File: src/prle_pkg.sv
package prle_pkg;

   localparam int PALETTE_DEPTH_DEF = 16;

   localparam int COLOR_W     = 24;
   localparam int CHAN_W      = 8;
   localparam int SLOT_W      = 4;
   localparam int CODE_W      = 4;
   localparam int LEN_W       = 8;
   localparam int PSIZE_W     = 5;
   localparam int CSR_INDEX_W = 4;
   localparam int CSR_DATA_W  = 8;

   localparam logic [PSIZE_W-1:0] PSIZE_RESET   = PSIZE_W'(16);
   localparam logic [LEN_W-1:0]   MAX_RUN_RESET = LEN_W'(254);

   localparam logic FUNC_LOAD  = 1'b0;
   localparam logic FUNC_PIXEL = 1'b1;

   localparam logic [CSR_INDEX_W-1:0] CSR_PALETTE_SIZE = CSR_INDEX_W'(0);
   localparam logic [CSR_INDEX_W-1:0] CSR_MAX_RUN      = CSR_INDEX_W'(1);

   typedef enum logic [1:0] {
      ST_IDLE,
      ST_ISSUE,
      ST_WAIT
   } prle_state_type;

   typedef struct packed {
      logic               en;
      logic [SLOT_W-1:0]  slot;
      logic [COLOR_W-1:0] color;
   } palette_wr_type;

   typedef struct packed {
      logic               valid;
      logic [COLOR_W-1:0] color;
   } query_type;

endpackage

File: src/prle_if.sv
interface prle_req_if;
   logic                         valid;
   logic                         ready;
   logic                         func;
   logic [prle_pkg::SLOT_W-1:0]  entry_index;
   logic [prle_pkg::CHAN_W-1:0]  red;
   logic [prle_pkg::CHAN_W-1:0]  green;
   logic [prle_pkg::CHAN_W-1:0]  blue;
   logic                         last_pixel;

   modport source (output valid, func, entry_index, red, green, blue, last_pixel,
                   input ready);
   modport sink   (input valid, func, entry_index, red, green, blue, last_pixel,
                   output ready);
endinterface

interface prle_rsp_if;
   logic                         valid;
   logic                         ready;
   logic [prle_pkg::LEN_W-1:0]   run_length;
   logic [prle_pkg::CODE_W-1:0]  color_code;
   logic                         end_of_image;

   modport source (output valid, run_length, color_code, end_of_image, input ready);
   modport sink   (input valid, run_length, color_code, end_of_image, output ready);
endinterface

interface prle_csr_if;
   logic                              valid;
   logic                              ready;
   logic [prle_pkg::CSR_INDEX_W-1:0]  index;
   logic [prle_pkg::CSR_DATA_W-1:0]   data;

   modport source (output valid, index, data, input ready);
   modport sink   (input valid, index, data, output ready);
endinterface

File: src/prle_cell.sv
module prle_cell #(
   parameter int CELL_INDEX = 0,
   parameter int CODE_WIDTH = 4
) (
   input  logic                           clock,
   input  logic                           reset,
   input  logic [prle_pkg::PSIZE_W-1:0]   palette_size,
   input  prle_pkg::palette_wr_type       wr,
   input  logic                           in_valid,
   input  logic [prle_pkg::COLOR_W-1:0]   in_color,
   input  logic                           in_found,
   input  logic [CODE_WIDTH-1:0]          in_code,
   output logic                           out_valid,
   output logic [prle_pkg::COLOR_W-1:0]   out_color,
   output logic                           out_found,
   output logic [CODE_WIDTH-1:0]          out_code
);
   import prle_pkg::*;

   localparam logic [CODE_WIDTH-1:0] MY_CODE = CODE_WIDTH'(CELL_INDEX);

   logic [COLOR_W-1:0]    entry_ff;
   logic                  valid_ff;
   logic [COLOR_W-1:0]    color_ff;
   logic                  found_ff;
   logic [CODE_WIDTH-1:0] code_ff;
   logic                  enabled;
   logic                  hit;

   // only the first palette_size cells take part in the search
   assign enabled = 32'(CELL_INDEX) < 32'(palette_size);
   assign hit     = in_valid && !in_found && enabled && (entry_ff == in_color);

   always_ff @(posedge clock) begin
      if (wr.en && (32'(wr.slot) == 32'(CELL_INDEX))) begin
         entry_ff <= wr.color;
      end
   end

   always_ff @(posedge clock) begin
      if (reset) begin
         valid_ff <= 1'b0;
      end else begin
         valid_ff <= in_valid;
      end
   end

   always_ff @(posedge clock) begin
      color_ff <= in_color;
      found_ff <= in_found || hit;
      code_ff  <= hit ? MY_CODE : in_code;
   end

   assign out_valid = valid_ff;
   assign out_color = color_ff;
   assign out_found = found_ff;
   assign out_code  = code_ff;

endmodule

File: src/prle_ctrl.sv
module prle_ctrl (
   input  logic                          clock,
   input  logic                          reset,
   prle_req_if.sink                      req_ch,
   prle_rsp_if.source                    rsp_ch,
   prle_csr_if.sink                      csr_ch,
   output prle_pkg::palette_wr_type      wr,
   output prle_pkg::query_type           query,
   output logic [prle_pkg::PSIZE_W-1:0]  palette_size,
   input  logic                          chain_valid,
   input  logic [prle_pkg::CODE_W-1:0]   chain_code
);
   import prle_pkg::*;

   prle_state_type     state_ff, state_in;
   logic               run_open_ff, run_open_in;
   logic [LEN_W-1:0]   run_count_ff, run_count_in;
   logic [COLOR_W-1:0] run_color_ff, run_color_in;
   logic               a_pend_ff, a_pend_in;
   logic [COLOR_W-1:0] a_color_ff, a_color_in;
   logic [LEN_W-1:0]   a_len_ff, a_len_in;
   logic               b_pend_ff, b_pend_in;
   logic [COLOR_W-1:0] b_color_ff, b_color_in;
   logic [LEN_W-1:0]   b_len_ff, b_len_in;
   logic [LEN_W-1:0]   cur_len_ff, cur_len_in;
   logic               cur_eoi_ff, cur_eoi_in;
   logic [CODE_W-1:0]  code_ff, code_in;
   logic               out_valid_ff, out_valid_in;
   logic [PSIZE_W-1:0] psize_ff;
   logic [LEN_W-1:0]   max_run_ff;
   logic               req_take;
   logic [COLOR_W-1:0] pix_color;

   assign req_ch.ready = (state_ff == ST_IDLE);
   assign req_take     = req_ch.valid && req_ch.ready;
   assign pix_color    = {req_ch.red, req_ch.green, req_ch.blue};

   assign wr.en    = req_take && (req_ch.func == FUNC_LOAD);
   assign wr.slot  = req_ch.entry_index;
   assign wr.color = pix_color;

   assign csr_ch.ready = 1'b1;
   assign palette_size = psize_ff;

   assign rsp_ch.valid        = out_valid_ff;
   assign rsp_ch.run_length   = cur_len_ff;
   assign rsp_ch.color_code   = code_ff;
   assign rsp_ch.end_of_image = cur_eoi_ff;

   always_comb begin
      logic               emit_a;
      logic [COLOR_W-1:0] new_color;
      logic [LEN_W-1:0]   new_count;

      emit_a       = 1'b0;
      new_color    = run_color_ff;
      new_count    = run_count_ff;
      state_in     = state_ff;
      run_open_in  = run_open_ff;
      run_count_in = run_count_ff;
      run_color_in = run_color_ff;
      a_pend_in    = a_pend_ff;
      a_color_in   = a_color_ff;
      a_len_in     = a_len_ff;
      b_pend_in    = b_pend_ff;
      b_color_in   = b_color_ff;
      b_len_in     = b_len_ff;
      cur_len_in   = cur_len_ff;
      cur_eoi_in   = cur_eoi_ff;
      code_in      = code_ff;
      out_valid_in = out_valid_ff && !rsp_ch.ready;
      query.valid  = 1'b0;
      query.color  = a_pend_ff ? a_color_ff : b_color_ff;

      case (state_ff)
         ST_IDLE: begin
            if (req_take && (req_ch.func == FUNC_PIXEL)) begin
               if (!run_open_ff) begin
                  new_color = pix_color;
                  new_count = LEN_W'(1);
               end else if ((pix_color == run_color_ff) && (run_count_ff < max_run_ff)) begin
                  new_count = run_count_ff + LEN_W'(1);
               end else begin
                  emit_a    = 1'b1;
                  new_color = pix_color;
                  new_count = LEN_W'(1);
               end
               a_pend_in    = emit_a;
               a_color_in   = run_color_ff;
               a_len_in     = run_count_ff;
               run_color_in = new_color;
               b_color_in   = new_color;
               b_len_in     = new_count;
               b_pend_in    = req_ch.last_pixel;
               if (req_ch.last_pixel) begin
                  run_open_in  = 1'b0;
                  run_count_in = '0;
               end else begin
                  run_open_in  = 1'b1;
                  run_count_in = new_count;
               end
               if (emit_a || req_ch.last_pixel) begin
                  state_in = ST_ISSUE;
               end
            end
         end
         ST_ISSUE: begin
            // launch only once the output register is free when the code lands
            if (!out_valid_ff || rsp_ch.ready) begin
               query.valid = 1'b1;
               state_in    = ST_WAIT;
            end
         end
         ST_WAIT: begin
            if (chain_valid) begin
               code_in      = chain_code;
               out_valid_in = 1'b1;
               if (a_pend_ff) begin
                  cur_len_in = a_len_ff;
                  cur_eoi_in = 1'b0;
                  a_pend_in  = 1'b0;
               end else begin
                  cur_len_in = b_len_ff;
                  cur_eoi_in = 1'b1;
                  b_pend_in  = 1'b0;
               end
               state_in = (a_pend_ff && b_pend_ff) ? ST_ISSUE : ST_IDLE;
            end
         end
         default: begin
            state_in = ST_IDLE;
         end
      endcase
   end

   always_ff @(posedge clock) begin
      if (reset) begin
         state_ff     <= ST_IDLE;
         run_open_ff  <= 1'b0;
         run_count_ff <= '0;
         run_color_ff <= '0;
         a_pend_ff    <= 1'b0;
         b_pend_ff    <= 1'b0;
         out_valid_ff <= 1'b0;
      end else begin
         state_ff     <= state_in;
         run_open_ff  <= run_open_in;
         run_count_ff <= run_count_in;
         run_color_ff <= run_color_in;
         a_pend_ff    <= a_pend_in;
         b_pend_ff    <= b_pend_in;
         out_valid_ff <= out_valid_in;
      end
   end

   always_ff @(posedge clock) begin
      a_color_ff <= a_color_in;
      a_len_ff   <= a_len_in;
      b_color_ff <= b_color_in;
      b_len_ff   <= b_len_in;
      cur_len_ff <= cur_len_in;
      cur_eoi_ff <= cur_eoi_in;
      code_ff    <= code_in;
   end

   always_ff @(posedge clock) begin
      if (reset) begin
         psize_ff   <= PSIZE_RESET;
         max_run_ff <= MAX_RUN_RESET;
      end else if (csr_ch.valid && csr_ch.ready) begin
         case (csr_ch.index)
            CSR_PALETTE_SIZE: psize_ff   <= csr_ch.data[PSIZE_W-1:0];
            CSR_MAX_RUN:      max_run_ff <= csr_ch.data;
            default: begin
            end
         endcase
      end
   end

endmodule

File: src/palette_run_length_encoder_top.sv
// Channel   Dir  Word carries
// req_ch    in   func, entry_index, red, green, blue, last_pixel
// rsp_ch    out  run_length, color_code, end_of_image
// csr_ch    in   index (0 palette_size, 1 max_run), data
//
// A load word or a pixel word that closes no run leaves req_ch ready for the next
// word; each pair a word emits needs a lookup: the query is launched, passes
// through the row of PALETTE_DEPTH cells, then the code lands in the output register.
// Reset is synchronous, active high: no run open, registers at 16 and 254.
// A stall on rsp_ch holds the pair in the output register; req_ch keeps taking
// words until one closes a run, whose lookup waits until that register drains.
module palette_run_length_encoder_top #(
   parameter int PALETTE_DEPTH = prle_pkg::PALETTE_DEPTH_DEF
) (
   input logic         clock,
   input logic         reset,
   prle_req_if.sink    req_ch,
   prle_rsp_if.source  rsp_ch,
   prle_csr_if.sink    csr_ch
);
   import prle_pkg::*;

   localparam int IDX_W   = (PALETTE_DEPTH > 1) ? $clog2(PALETTE_DEPTH) : 1;
   // code as it travels the row: wide enough for any cell index and the field
   localparam int CHAIN_W = (IDX_W > CODE_W) ? IDX_W : CODE_W;

   palette_wr_type     wr;
   query_type          query;
   logic [PSIZE_W-1:0] palette_size;

   // links between cells: link i feeds cell i, cell i drives link i + 1
   logic               link_valid [0:PALETTE_DEPTH];
   logic [COLOR_W-1:0] link_color [0:PALETTE_DEPTH];
   logic               link_found [0:PALETTE_DEPTH];
   logic [CHAIN_W-1:0] link_code  [0:PALETTE_DEPTH];

   // the controller holds run state and the registers, and sequences lookups
   prle_ctrl u_ctrl (
      .clock        (clock),
      .reset        (reset),
      .req_ch       (req_ch),
      .rsp_ch       (rsp_ch),
      .csr_ch       (csr_ch),
      .wr           (wr),
      .query        (query),
      .palette_size (palette_size),
      .chain_valid  (link_valid[PALETTE_DEPTH]),
      .chain_code   (link_code[PALETTE_DEPTH][CODE_W-1:0])
   );

   // inject the query with no match yet; an unmatched colour leaves code 0
   assign link_valid[0] = query.valid;
   assign link_color[0] = query.color;
   assign link_found[0] = 1'b0;
   assign link_code[0]  = '0;

   // one cell per palette entry; the first match wins as the query moves down
   for (genvar i = 0; i < PALETTE_DEPTH; i++) begin : g_cell
      prle_cell #(
         .CELL_INDEX (i),
         .CODE_WIDTH (CHAIN_W)
      ) u_cell (
         .clock        (clock),
         .reset        (reset),
         .palette_size (palette_size),
         .wr           (wr),
         .in_valid     (link_valid[i]),
         .in_color     (link_color[i]),
         .in_found     (link_found[i]),
         .in_code      (link_code[i]),
         .out_valid    (link_valid[i+1]),
         .out_color    (link_color[i+1]),
         .out_found    (link_found[i+1]),
         .out_code     (link_code[i+1])
      );
   end

endmodule

File: src/flat_wrapper.sv
// flat-port wrapper written by rule: the top's interface ports become plain ports
module palette_run_length_encoder_top_flat import prle_pkg::*;
#(
   parameter int PALETTE_DEPTH = prle_pkg::PALETTE_DEPTH_DEF
)
  (clock, reset, req_ch_valid, req_ch_func, req_ch_entry_index, req_ch_red, req_ch_green, req_ch_blue, req_ch_last_pixel, req_ch_ready, rsp_ch_valid, rsp_ch_run_length, rsp_ch_color_code, rsp_ch_end_of_image, rsp_ch_ready, csr_ch_valid, csr_ch_index, csr_ch_data, csr_ch_ready);
  prle_req_if req_ch_i ();
  prle_rsp_if rsp_ch_i ();
  prle_csr_if csr_ch_i ();
  input logic clock;
  input logic reset;
  input wire logic [$bits(req_ch_i.valid)-1:0] req_ch_valid;
  input wire logic [$bits(req_ch_i.func)-1:0] req_ch_func;
  input wire logic [$bits(req_ch_i.entry_index)-1:0] req_ch_entry_index;
  input wire logic [$bits(req_ch_i.red)-1:0] req_ch_red;
  input wire logic [$bits(req_ch_i.green)-1:0] req_ch_green;
  input wire logic [$bits(req_ch_i.blue)-1:0] req_ch_blue;
  input wire logic [$bits(req_ch_i.last_pixel)-1:0] req_ch_last_pixel;
  output wire logic [$bits(req_ch_i.ready)-1:0] req_ch_ready;
  output wire logic [$bits(rsp_ch_i.valid)-1:0] rsp_ch_valid;
  output wire logic [$bits(rsp_ch_i.run_length)-1:0] rsp_ch_run_length;
  output wire logic [$bits(rsp_ch_i.color_code)-1:0] rsp_ch_color_code;
  output wire logic [$bits(rsp_ch_i.end_of_image)-1:0] rsp_ch_end_of_image;
  input wire logic [$bits(rsp_ch_i.ready)-1:0] rsp_ch_ready;
  input wire logic [$bits(csr_ch_i.valid)-1:0] csr_ch_valid;
  input wire logic [$bits(csr_ch_i.index)-1:0] csr_ch_index;
  input wire logic [$bits(csr_ch_i.data)-1:0] csr_ch_data;
  output wire logic [$bits(csr_ch_i.ready)-1:0] csr_ch_ready;
  assign req_ch_i.valid = req_ch_valid;
  assign req_ch_i.func = req_ch_func;
  assign req_ch_i.entry_index = req_ch_entry_index;
  assign req_ch_i.red = req_ch_red;
  assign req_ch_i.green = req_ch_green;
  assign req_ch_i.blue = req_ch_blue;
  assign req_ch_i.last_pixel = req_ch_last_pixel;
  assign req_ch_ready = req_ch_i.ready;
  assign rsp_ch_valid = rsp_ch_i.valid;
  assign rsp_ch_run_length = rsp_ch_i.run_length;
  assign rsp_ch_color_code = rsp_ch_i.color_code;
  assign rsp_ch_end_of_image = rsp_ch_i.end_of_image;
  assign rsp_ch_i.ready = rsp_ch_ready;
  assign csr_ch_i.valid = csr_ch_valid;
  assign csr_ch_i.index = csr_ch_index;
  assign csr_ch_i.data = csr_ch_data;
  assign csr_ch_ready = csr_ch_i.ready;
  palette_run_length_encoder_top #(.PALETTE_DEPTH(PALETTE_DEPTH)) u_core (.clock(clock), .reset(reset), .req_ch(req_ch_i), .rsp_ch(rsp_ch_i), .csr_ch(csr_ch_i));
endmodule
File: config.mk
export PLATFORM = sky130hd
export DESIGN_NAME = palette_run_length_encoder_top_flat
export DESIGN_NICKNAME = d
export VERILOG_FILES = /design/src/prle_pkg.sv /design/src/prle_if.sv /design/src/prle_cell.sv /design/src/prle_ctrl.sv /design/src/palette_run_length_encoder_top.sv /design/src/flat_wrapper.sv
export SDC_FILE = /design/constraint.sdc
export NUM_CORES = 1
export LEC_CHECK = 0
export BUFFER_PORTS_ARGS = -buffer_cell sky130_fd_sc_hd__buf_4
export CAP_MARGIN = 20
export CORE_MARGIN = 8
export CORE_UTILIZATION = 55
export DETAILED_ROUTE_END_ITERATION = 10
export PLACE_DENSITY = 0.74
export SYNTH_ARGS = -nofsm -noshare
export SYNTH_HDL_FRONTEND = slang
export SYNTH_SLANG_ARGS = --single-unit
File: constraint.sdc
create_clock -name clock -period 2.99 [get_ports clock]
set_input_delay 0.4485 -clock clock [delete_from_list [all_inputs] [get_ports clock]]
set_output_delay 0.4485 -clock clock [all_outputs]
set_load 0.01 [all_outputs]
==> results_dict.tcl, run 1 <==
set metrics [dict create \
    tns_ns 0 \
    worstMarginPinSlew_ns 1.141 \
    wire_per_inst_um 24.07 \
    fillCellCount 3825 \
    criticalPathCategory "register to register" \
    vias_per_cell 5.367 \
    fin_crit_sh_pct 95.08 \
    insertion_delay_ns 0.63 \
    drv_slew 0 \
    portBuffers 61 \
    cts_resized 0 \
    cts_max_path_buffers 3 \
    h-tree-depth 3 \
    power_w 0.02813 \
    synthFlopType "dfxtp_1" \
    drtIter0Drc 1218 \
    outcome "finished clean" \
    antenna_left 0 \
    grt.overflow.total 0 \
    hold_viol 0 \
    synthArstFlopShare_pct 0 \
    slowest_stage "dfxtp_1" \
    skew_ns 0.02700 \
    fin_cells 2904 \
    via_count 15590 \
    hold_path_class "input pin to register" \
    grt_start_max_net_pins 73 \
    critPathMaxStageDelay_ns 0.80 \
    synth_edf_count 461 \
    grt_pass1_vias 16050 \
    powerDensity_nw_per_um2 797.9 \
    ys_seq_area_share_pct 77.06 \
    fin_crit_ns 2.843 \
    cp_cell_sequence "nand2_1, a2111oi_0, nand3_1, nor4_1, or2_2" \
    cts_root_buffer "clkbuf_16" \
    fp.dieH_um 252.3 \
    relSlewSlack_pct 23.36 \
    synth_area_um2 30720 \
    synthToLayoutAreaGrowth_pct 14.75 \
    cts_tree "done" \
    ios 63 \
    post-route-drc-count 0 \
    dpl_cell_area_um2 32300 \
    syn_nets 1992 \
    ys_types 54 \
    cts_sinks 952 \
    num_rows 86 \
    drive_gt1_share_pct 15.08 \
    synth_seq_cells 952 \
    die_w_um 252.3 \
    start_util_pct 55.65 \
    coreArea_um2 55200 \
    avgSynthCellArea_um2 15.86 \
    vdd_ir_drop_max_uv 521.4 \
    antenna_found_initial 1 \
    crit_fanout 10 \
    hpwlAfterDp_mm 45.80 \
    required_ns 3.54 \
    pre_cts_ws_ns 0.09548 \
    reg2reg_depth 5 \
    post-route-cell-area_um2 35250 \
    grt_pass1_wl_mm 102.3 \
    rsz0062_at_grt "no" \
    clkTransAtPathRegs_ns 0.06 \
    leakage_nw 12.66 \
    cts_buffers 90 \
    worstHoldPathCells 3 \
    arrival_ns 3.40 \
    syn-instance-count 1937 \
    setup_viol 0 \
    grt_usage_pct 21.80 \
    dp.cells 2737 \
    worst_slack_ns 0.1472 \
    clock.fmax_mhz 351.8 \
    cp-end-kind "register" \
    cts_setup_buffers 0 \
    r2r_slack_ns 0.15 \
    wl_mm 69.90 \
    cts_hold_buffers 0 \
    cap_viol_max_count 0 \
    yosys_warnings 0 \
    start_kind "register" \
    fin_nets 2136 \
    drtPass1Iterations 5 \
    die_area_um2 63680 \
    place.gp.congestion 0.8550 \
]
## cell type report
type,instances,area [um^2],share of cell area (%)
well taps,748,935.9,2.655
diodes,1,2.502,0.007098
clock inverters,21,207.7,0.5892
multi-input cells,920,6857,19.45
clock buffers,145,2741,7.776
inverters,15,57.56,0.1633
flip-flops and latches,952,23670,67.15
repair buffers,102,778.2,2.208
## through the flow
| step | util [%] | hold WS (ns) |
|---|---|---|
| 4_1_cts | 63.86 | 0.06424 |
| 5_1_grt | 63.86 | 0.08369 |
| 2_1_floorplan | - | 0.3489 |
| 3_3_place_gp | 58.52 | 0.3533 |
| 6_report | 63.86 | 0.09138 |
| 3_5_place_dp | 58.52 | 0.3535 |
## report_power, final
group	internal (W)	switching [W]	total (W)	leakage [nW]
Clock	0.00654	0.00463	0.0112	1.45
Sequential	0.0146	0.000712	0.0153	8.28
Combinational	0.000663	0.000952	0.00162	2.93
## layout by cell type (no fill, tap or decap), types with 7 or more instances in the layout
cell type,instances
dfxtp_1,491
edfxtp_1,461
xor2_1,214
xnor2_1,194
buf_4,101
clkbuf_16,92
nand2_1,74
nor4_1,57
nand4_1,56
a21oi_1,42
mux2_2,32
or2_2,32
clkbuf_1,29
nor2b_1,26
clkbuf_8,24
nand3_1,19
nor2_1,17
nand2b_1,16
inv_1,14
nor3_1,13
nor2_2,13
clkinv_2,12
a211o_1,10
and2_1,10
or3_1,9
ha_1,8
and3_1,7
## state kept, by name (all words and copies together), names as in the netlist, 15 cells and up
name / count
u_core.g_cell.u_cell.out_color: 360
u_core.u_ctrl.run_color_ff: 24
u_core.g_cell.u_cell.out_valid: 16
u_core.g_cell.u_cell.out_found: 15
u_core.g_cell.u_cell.out_code: 49
u_core.g_cell.u_cell.entry_ff: 384
u_core.u_ctrl.b_color_ff: 24
u_core.u_ctrl.a_color_ff: 24
## logic make-up (layout without fill, tap and decap cells)
family	after synthesis	in the layout	synth area share (%)
multiplexers	37	37	1.336
XOR/XNOR	408	408	11.63
flip-flops	952	952	77.06
other	1	2	0.01221
AND/OR/NAND/NOR	380	380	6.952
adder cells (fa/ha/maj)	8	8	0.3258
buffers and inverters	65	283	0.8675
AO/OA/AOI/OAI	86	86	1.816
## critical path, delay by kind of cell (launching register included)
kind | cells | cell delay, ns
and+or+nand+nor | 4 | 1.20
AOI/OAI and AO/OA | 1 | 0.77
DFF | 1 | 0.80
## worst paths after layout
kind                                    startpoint                                    end
max                  u_core.u_ctrl.palette_size[1]      u_core.g_cell[5].u_cell.out_found
min                                 csr_ch_data[1]          u_core.u_ctrl.palette_size[1]
max reg2reg          u_core.u_ctrl.palette_size[1]      u_core.g_cell[5].u_cell.out_found
min reg2reg  u_core.g_cell[12].u_cell.out_color[5]  u_core.g_cell[13].u_cell.out_color[5]
## per-layer routing
layer  share of wire (%)  track usage [%]  vias up
met3                 5.4            3.249      105
met5                   0                0        -
met4                 2.8            7.638        0
met1                  41            27.67     7894
met2                  50            37.98      482
li1                    -                -     7106
## Yosys cell counts (all sizes together), types with 3 or more instances
master   instances  area (um^2)
nand3           19        95.09
nand4b           5        43.79
nand3b           4        30.03
nand2b          16        100.1
xor2           214         1874
a21o             5        37.54
nor4b            5        43.79
a21boi           5        37.54
nand4           56        350.3
nor2b           26        162.7
dfxtp          491         9829
or2             32        200.2
nand2           74        277.8
nor3            17        85.08
mux2            32        360.4
edfxtp         461        13840
or2b             4        30.03
or3              9        56.30
nor2            30        115.1
ha               8        100.1
o21ai            4        20.02
a2111oi          3        26.28
nor4            59        381.6
clkbuf          33        123.9
xnor2          194         1699
and3             7        43.79
a21oi           42        210.2
and2            10        62.56
a31oi            4        25.02
mux2i            5        50.05
a211o           10        87.58
buf             17        86.33
inv             15        56.30
Power figures use the tool's default switching activity.
==> inputs of run 2 (changes only) <==
==> constraint.sdc (replaced) <==
create_clock -name clock -period 2.5 [get_ports clock]
set_input_delay 0.375 -clock clock [delete_from_list [all_inputs] [get_ports clock]]
set_output_delay 0.375 -clock clock [all_outputs]
set_load 0.01 [all_outputs]
==> run 2 against run 1 <==
- hold slack got worse by 0.039 ns
- sequential cell count unchanged
- critical path depth up 1
- global-route usage rose by 0.43 points
- clock power grew 17%
- non-clock buffer count up 16
- count of clock-buffer cells in the layout is 6 higher
- worst setup slack worse by 0.054 ns
- highest routed layer is now met5
- total power increased by 19%
- utilization grew 0.34 points
- cell count increased by 0.55%
- maximum frequency up 18%
==> results_dict.tcl, run 2 (synthesis results as in run 1) <==
set metrics [dict create \
    grt_pass1_wl_mm 103.5 \
    hold_slack_ns 0.05247 \
    insertion_delay_ns 0.63 \
    drv_slew 0 \
    antenna_found_initial 6 \
    cts_tree "done" \
    leakage_nw 12.71 \
    dp.cells 2753 \
    dpl_cell_area_um2 32570 \
    cts_root_buffer "clkbuf_16" \
    start_util_pct 55.65 \
    slowest_stage "nor4_1" \
    hpwlAfterDp_mm 46.98 \
    grt_most_used_layer "met2" \
    h-tree-depth 3 \
    wire_per_inst_um 24.29 \
    hold_path_class "input pin to register" \
    rsz0062_at_grt "no" \
    drive_gt1_share_pct 15.25 \
    via_count 15720 \
    cts_max_path_buffers 3 \
    skew_ns 0.02655 \
    cp_cell_sequence "xor2_1, nor4_1, o2111ai_1, nor4b_1, nand4_1, and2_1" \
    cp-end-kind "register" \
    vdd_ir_drop_max_uv 547.5 \
    worst_slack_ns 0.09304 \
    grt.overflow.total 0 \
    cts_sinks 952 \
    grt_usage_pct 22.23 \
    arrival_ns 2.93 \
    portBuffers 61 \
    post-route-drc-count 0 \
    clkTransAtPathRegs_ns 0.06 \
    drtPass1Iterations 5 \
    vias_per_cell 5.382 \
    outcome "finished clean" \
    mostFrequentLayoutCells "dfxtp_1 (491), edfxtp_1 (461), xor2_1 (214)" \
    cts_buffers 89 \
    post-route-cell-area_um2 35440 \
    grt_pass1_vias 16030 \
    critPathMaxStageDelay_ns 0.69 \
    largest_register_ffs 384 \
    powerDensity_nw_per_um2 943.3 \
    grt_use_met3_pct 4.462 \
    wl_mm 70.94 \
    fin_crit_ns 2.407 \
    die_area_um2 63680 \
    fin_util_pct 64.21 \
    worstMarginPinSlew_ns 0.7610 \
    cap_viol_max_count 0 \
    layout_commonest_cell "dfxtp_1" \
    required_ns 3.02 \
    place.gp.congestion 0.8415 \
    fin_cells 2920 \
    grt.met2_usage_pct 37.70 \
    grt_start_max_net_pins 45 \
    num_rows 86 \
    synthToLayoutAreaGrowth_pct 15.37 \
    drtIter0Drc 1454 \
    start_kind "register" \
    die_w_um 252.3 \
    fin_nets 2151 \
    pre_cts_ws_ns -0.08123 \
    use_met1_pct 28.05 \
    fin_crit_sh_pct 96.28 \
    criticalPathCategory "register to register" \
    coreArea_um2 55200 \
    crit_fanout 5 \
    relSlewSlack_pct 47.95 \
    setup_viol 0 \
    antenna_left 0 \
    hold_viol 0 \
    ios 63 \
    fp.dieH_um 252.3 \
    clock.fmax_mhz 415.5 \
    largest-register "u_core.g_cell.u_cell.entry_ff" \
]
## run 2: final timing paths
kind                                         start  slack (ns)  cells past startpoint                               endpoint
min                                 csr_ch_data[1]        0.05                      3          u_core.u_ctrl.palette_size[1]
max           u_core.g_cell[9].u_cell.entry_ff[20]        0.09                      6    u_core.g_cell[9].u_cell.out_code[2]
max reg2reg   u_core.g_cell[9].u_cell.entry_ff[20]        0.09                      6    u_core.g_cell[9].u_cell.out_code[2]
min reg2reg  u_core.g_cell[5].u_cell.out_color[12]        0.35                      0  u_core.g_cell[6].u_cell.out_color[12]
## run 2: stage by stage
stage	TNS, ns	power [W]
floorplan	-22.62	0.01952
global placement	-0.4539	0.02057
detailed placement	-0.2581	0.02065
CTS	0	0.03358
global route	0	0.03443
finish	0	0.03343
## run 2: area by class of cell
cell class / count / area [um^2]
antenna: 1 / 2.502
clock buffer: 151 / 2674
clock inverter: 15 / 168.9
fill: 3766 / 19760
inverter: 15 / 57.56
multi-input combinational: 920 / 6883
sequential: 952 / 23670
tap: 748 / 935.9
timing repair buffer: 118 / 1049
## run 2: critical path: cells and delay by family, from the launching register on
family / cells / cell delay (ns)
AO/OA/AOI/OAI: 1 / 0.29
flip-flops: 1 / 0.37
XOR/XNOR: 1 / 0.17
AND/OR/NAND/NOR: 4 / 1.49
## run 2: repair_timing
item | 4_1_cts | 5_1_grt
gates resized for setup | 1 | 4
endpoints found under the setup margin | 4 | 10
hold buffers | 0 | 0
buffers inserted | 0 | 0
## run 2: report_power, final
| group | internal, W | leakage, nW | switching [W] |
|---|---|---|---|
| Sequential | 0.0175 | 8.28 | 0.000860 |
| Clock | 0.00759 | 1.39 | 0.00548 |
| Combinational | 0.000825 | 3.05 | 0.00117 |
| Total | 0.0259 | 12.7 | 0.00752 |
## run 2: metal layers
layer / up-vias / wire length, um
met3: 117 / 5031
met1: 7895 / 28520
met2: 568 / 34940
met4: 4 / 2419
li1: 7132 / -
met5: - / 30
==> inputs of run 3 (changes only) <==
--- a/config.mk
+++ b/config.mk
@@ -7,6 +7,7 @@
 export LEC_CHECK = 0
 export BUFFER_PORTS_ARGS = -buffer_cell sky130_fd_sc_hd__buf_4
 export CAP_MARGIN = 20
+export CORE_ASPECT_RATIO = 1.2
 export CORE_MARGIN = 8
 export CORE_UTILIZATION = 55
 export DETAILED_ROUTE_END_ITERATION = 10
==> run 3 against run 2 <==
- via count is 1.0% lower
- sequential power is essentially flat
- routed wire length grew 1.3%
- critical path type unchanged
- final area decreased by 0.35%
- sequential cell count unchanged
- first-iteration DRC count decreased by 2.5%
- maximum frequency grew 0.82%
- global-route usage rose by 0.36 points
- clock power about the same
- non-clock buffer count grew 4
- critical path depth is 1 lower
- die area about the same
==> results_dict.tcl, run 3 (synthesis results as in run 1) <==
set metrics [dict create \
    via_count 15550 \
    outcome "finished clean" \
    grt_pass1_wl_mm 104.3 \
    place.gp.congestion 0.8425 \
    crit_fanout 9 \
    die_w_um 231.7 \
    relSlewSlack_pct 42.18 \
    tns_ns 0 \
    hold_viol 0 \
    dpl_cell_area_um2 32470 \
    worstHoldPathCells 3 \
    die_area_um2 63710 \
    r2r_slack_ns 0.11 \
    num_rows 95 \
    drive_gt1_share_pct 15.72 \
    insertion_delay_ns 0.63 \
    hold_path_class "input pin to register" \
    slowest_stage "a2111oi_1" \
    cts_root_buffer "clkbuf_16" \
    criticalPathCategory "register to register" \
    mostFrequentLayoutCells "dfxtp_1 (491), edfxtp_1 (461), xor2_1 (214)" \
    endpoint "u_core.g_cell[5].u_cell.out_code[0]" \
    antenna_left 0 \
    ios 63 \
    fin_crit_ns 2.387 \
    grt_usage_pct 22.60 \
    h-tree-depth 3 \
    reg2reg_to "u_core.g_cell[5].u_cell.out_code[0]" \
    leakage_nw 12.72 \
    fillCellCount 3863 \
    critPathLaunch "u_core.u_ctrl.palette_size[4]" \
    antenna_found_initial 3 \
    grt_pass1_vias 16080 \
    synthToLayoutAreaGrowth_pct 14.97 \
    reg2reg_depth 5 \
    drtIter0Drc 1417 \
    start_kind "register" \
    largest-register "u_core.g_cell.u_cell.entry_ff" \
    cts_max_path_buffers 3 \
    coreArea_um2 55630 \
    largest_register_ffs 384 \
    r2r_start "u_core.u_ctrl.palette_size[4]" \
    cts_buffers 85 \
    vias_per_cell 5.368 \
    hpwlAfterDp_mm 48.09 \
    wl_mm 71.83 \
    grt.overflow.total 0 \
    start_util_pct 55.22 \
    cts_sinks 952 \
    clkTransAtPathRegs_ns 0.06 \
    grt_start_max_net_pins 68 \
    cap_viol_max_count 0 \
    post-route-cell-area_um2 35320 \
    wire_per_inst_um 24.79 \
    fin_nets 2151 \
    setup_viol 0 \
    cp_cell_sequence "nor2_2, a2111oi_1, nand3_1, nor4_2, or2_2" \
    drv_slew 0 \
    fp.dieH_um 274.9 \
    rsz0062_at_grt "no" \
    layout_commonest_cell "dfxtp_1" \
    arrival_ns 2.96 \
    cp-end-kind "register" \
    powerDensity_nw_per_um2 945.9 \
    required_ns 3.07 \
    clock.fmax_mhz 418.9 \
    skew_ns 0.01962 \
    critPathMaxStageDelay_ns 0.70 \
    post-route-drc-count 0 \
    fin_crit_sh_pct 95.50 \
    worstMarginPinSlew_ns 0.8672 \
    cts_tree "done" \
    portBuffers 61 \
    drtPass1Iterations 5 \
    vdd_ir_drop_max_uv 861.9 \
]
run 3: cell types whose count changed in the layout (fill, tap and decap cells not counted), moves of 6 or more:
cell,before,now
clkbuf_1,44,24
buf_4,105,117
clkinv_2,8,17
buf_12,13,5
clkbuf_8,15,7
clkinv_1,0,6
run 3: through the flow:
step	power [W]	instances	utilization, %	worst slack (ns)	hold slack (ns)
6_report	0.03341	2897	63.49	0.1125	0.03205
2_1_floorplan	0.01952	1937	-	-0.2339	0.3489
5_1_grt	0.03443	2896	63.49	0.04862	0.01067
3_5_place_dp	0.02068	2736	58.38	-0.3193	0.3539
4_1_cts	0.03361	2896	63.49	0.1201	0.003899
3_3_place_gp	0.02061	2736	58.38	-0.3185	0.3527
run 3: routing by layer:
layer	wire length [um]	global-route usage, %	vias to the layer above
met4	2799	10.05	0
met2	38170	41.05	476
met5	0	0	-
met3	3502	3.599	119
li1	-	-	7134
met1	27360	26.03	7823
run 3: critical path, delay by kind of cell (launching register included):
kind             cells  cell delay, ns
flip-flops           1            0.52
AND/OR/NAND/NOR      4            1.10
AO/OA/AOI/OAI        1            0.70
run 3: final cells by class:
cell class / instances / area, um^2 / area share (%)
Sequential cell: 952 / 23670 / 67.02
Timing Repair Buffer: 122 / 978.4 / 2.770
Multi-Input combinational cell: 920 / 6872 / 19.46
Inverter: 15 / 57.56 / 0.1630
Tap cell: 727 / 909.6 / 2.575
Antenna cell: 1 / 2.502 / 0.007085
Clock inverter: 39 / 389.1 / 1.102
Clock buffer: 121 / 2439 / 6.904
run 3: worst min-delay path by stage:
stage / startpoint / end / slack, ns
2_1_floorplan: u_core.g_cell[9].u_cell.out_color[14] / u_core.g_cell[10].u_cell.out_color[14] / 0.35
3_3_place_gp: u_core.g_cell[3].u_cell.out_color[21] / u_core.g_cell[4].u_cell.out_color[21] / 0.35
3_5_place_dp: u_core.g_cell[4].u_cell.out_color[9] / u_core.g_cell[5].u_cell.out_color[9] / 0.35
4_1_cts: csr_ch_data[0] / u_core.u_ctrl.palette_size[0] / 0.004
5_1_grt: csr_ch_data[4] / u_core.u_ctrl.palette_size[4] / 0.01
6_report: csr_ch_data[0] / u_core.u_ctrl.max_run_ff[0] / 0.03
run 3: power breakdown:
part	total [W]	leakage, nW	switching, W	internal, W
Combinational	0.00203	3.05	0.00119	0.000840
Clock	0.0130	1.39	0.00555	0.00748
Sequential	0.0183	8.28	0.000843	0.0175
run 3: timing repair:
| action | 4_1_cts | 5_1_grt |
|---|---|---|
| resized for setup | 4 | 0 |
| hold buffers | 0 | 0 |
| endpoints found under the setup margin | 8 | 0 |
| buffers inserted | 0 | 0 |
| hold endpoints to repair | 0 | 0 |
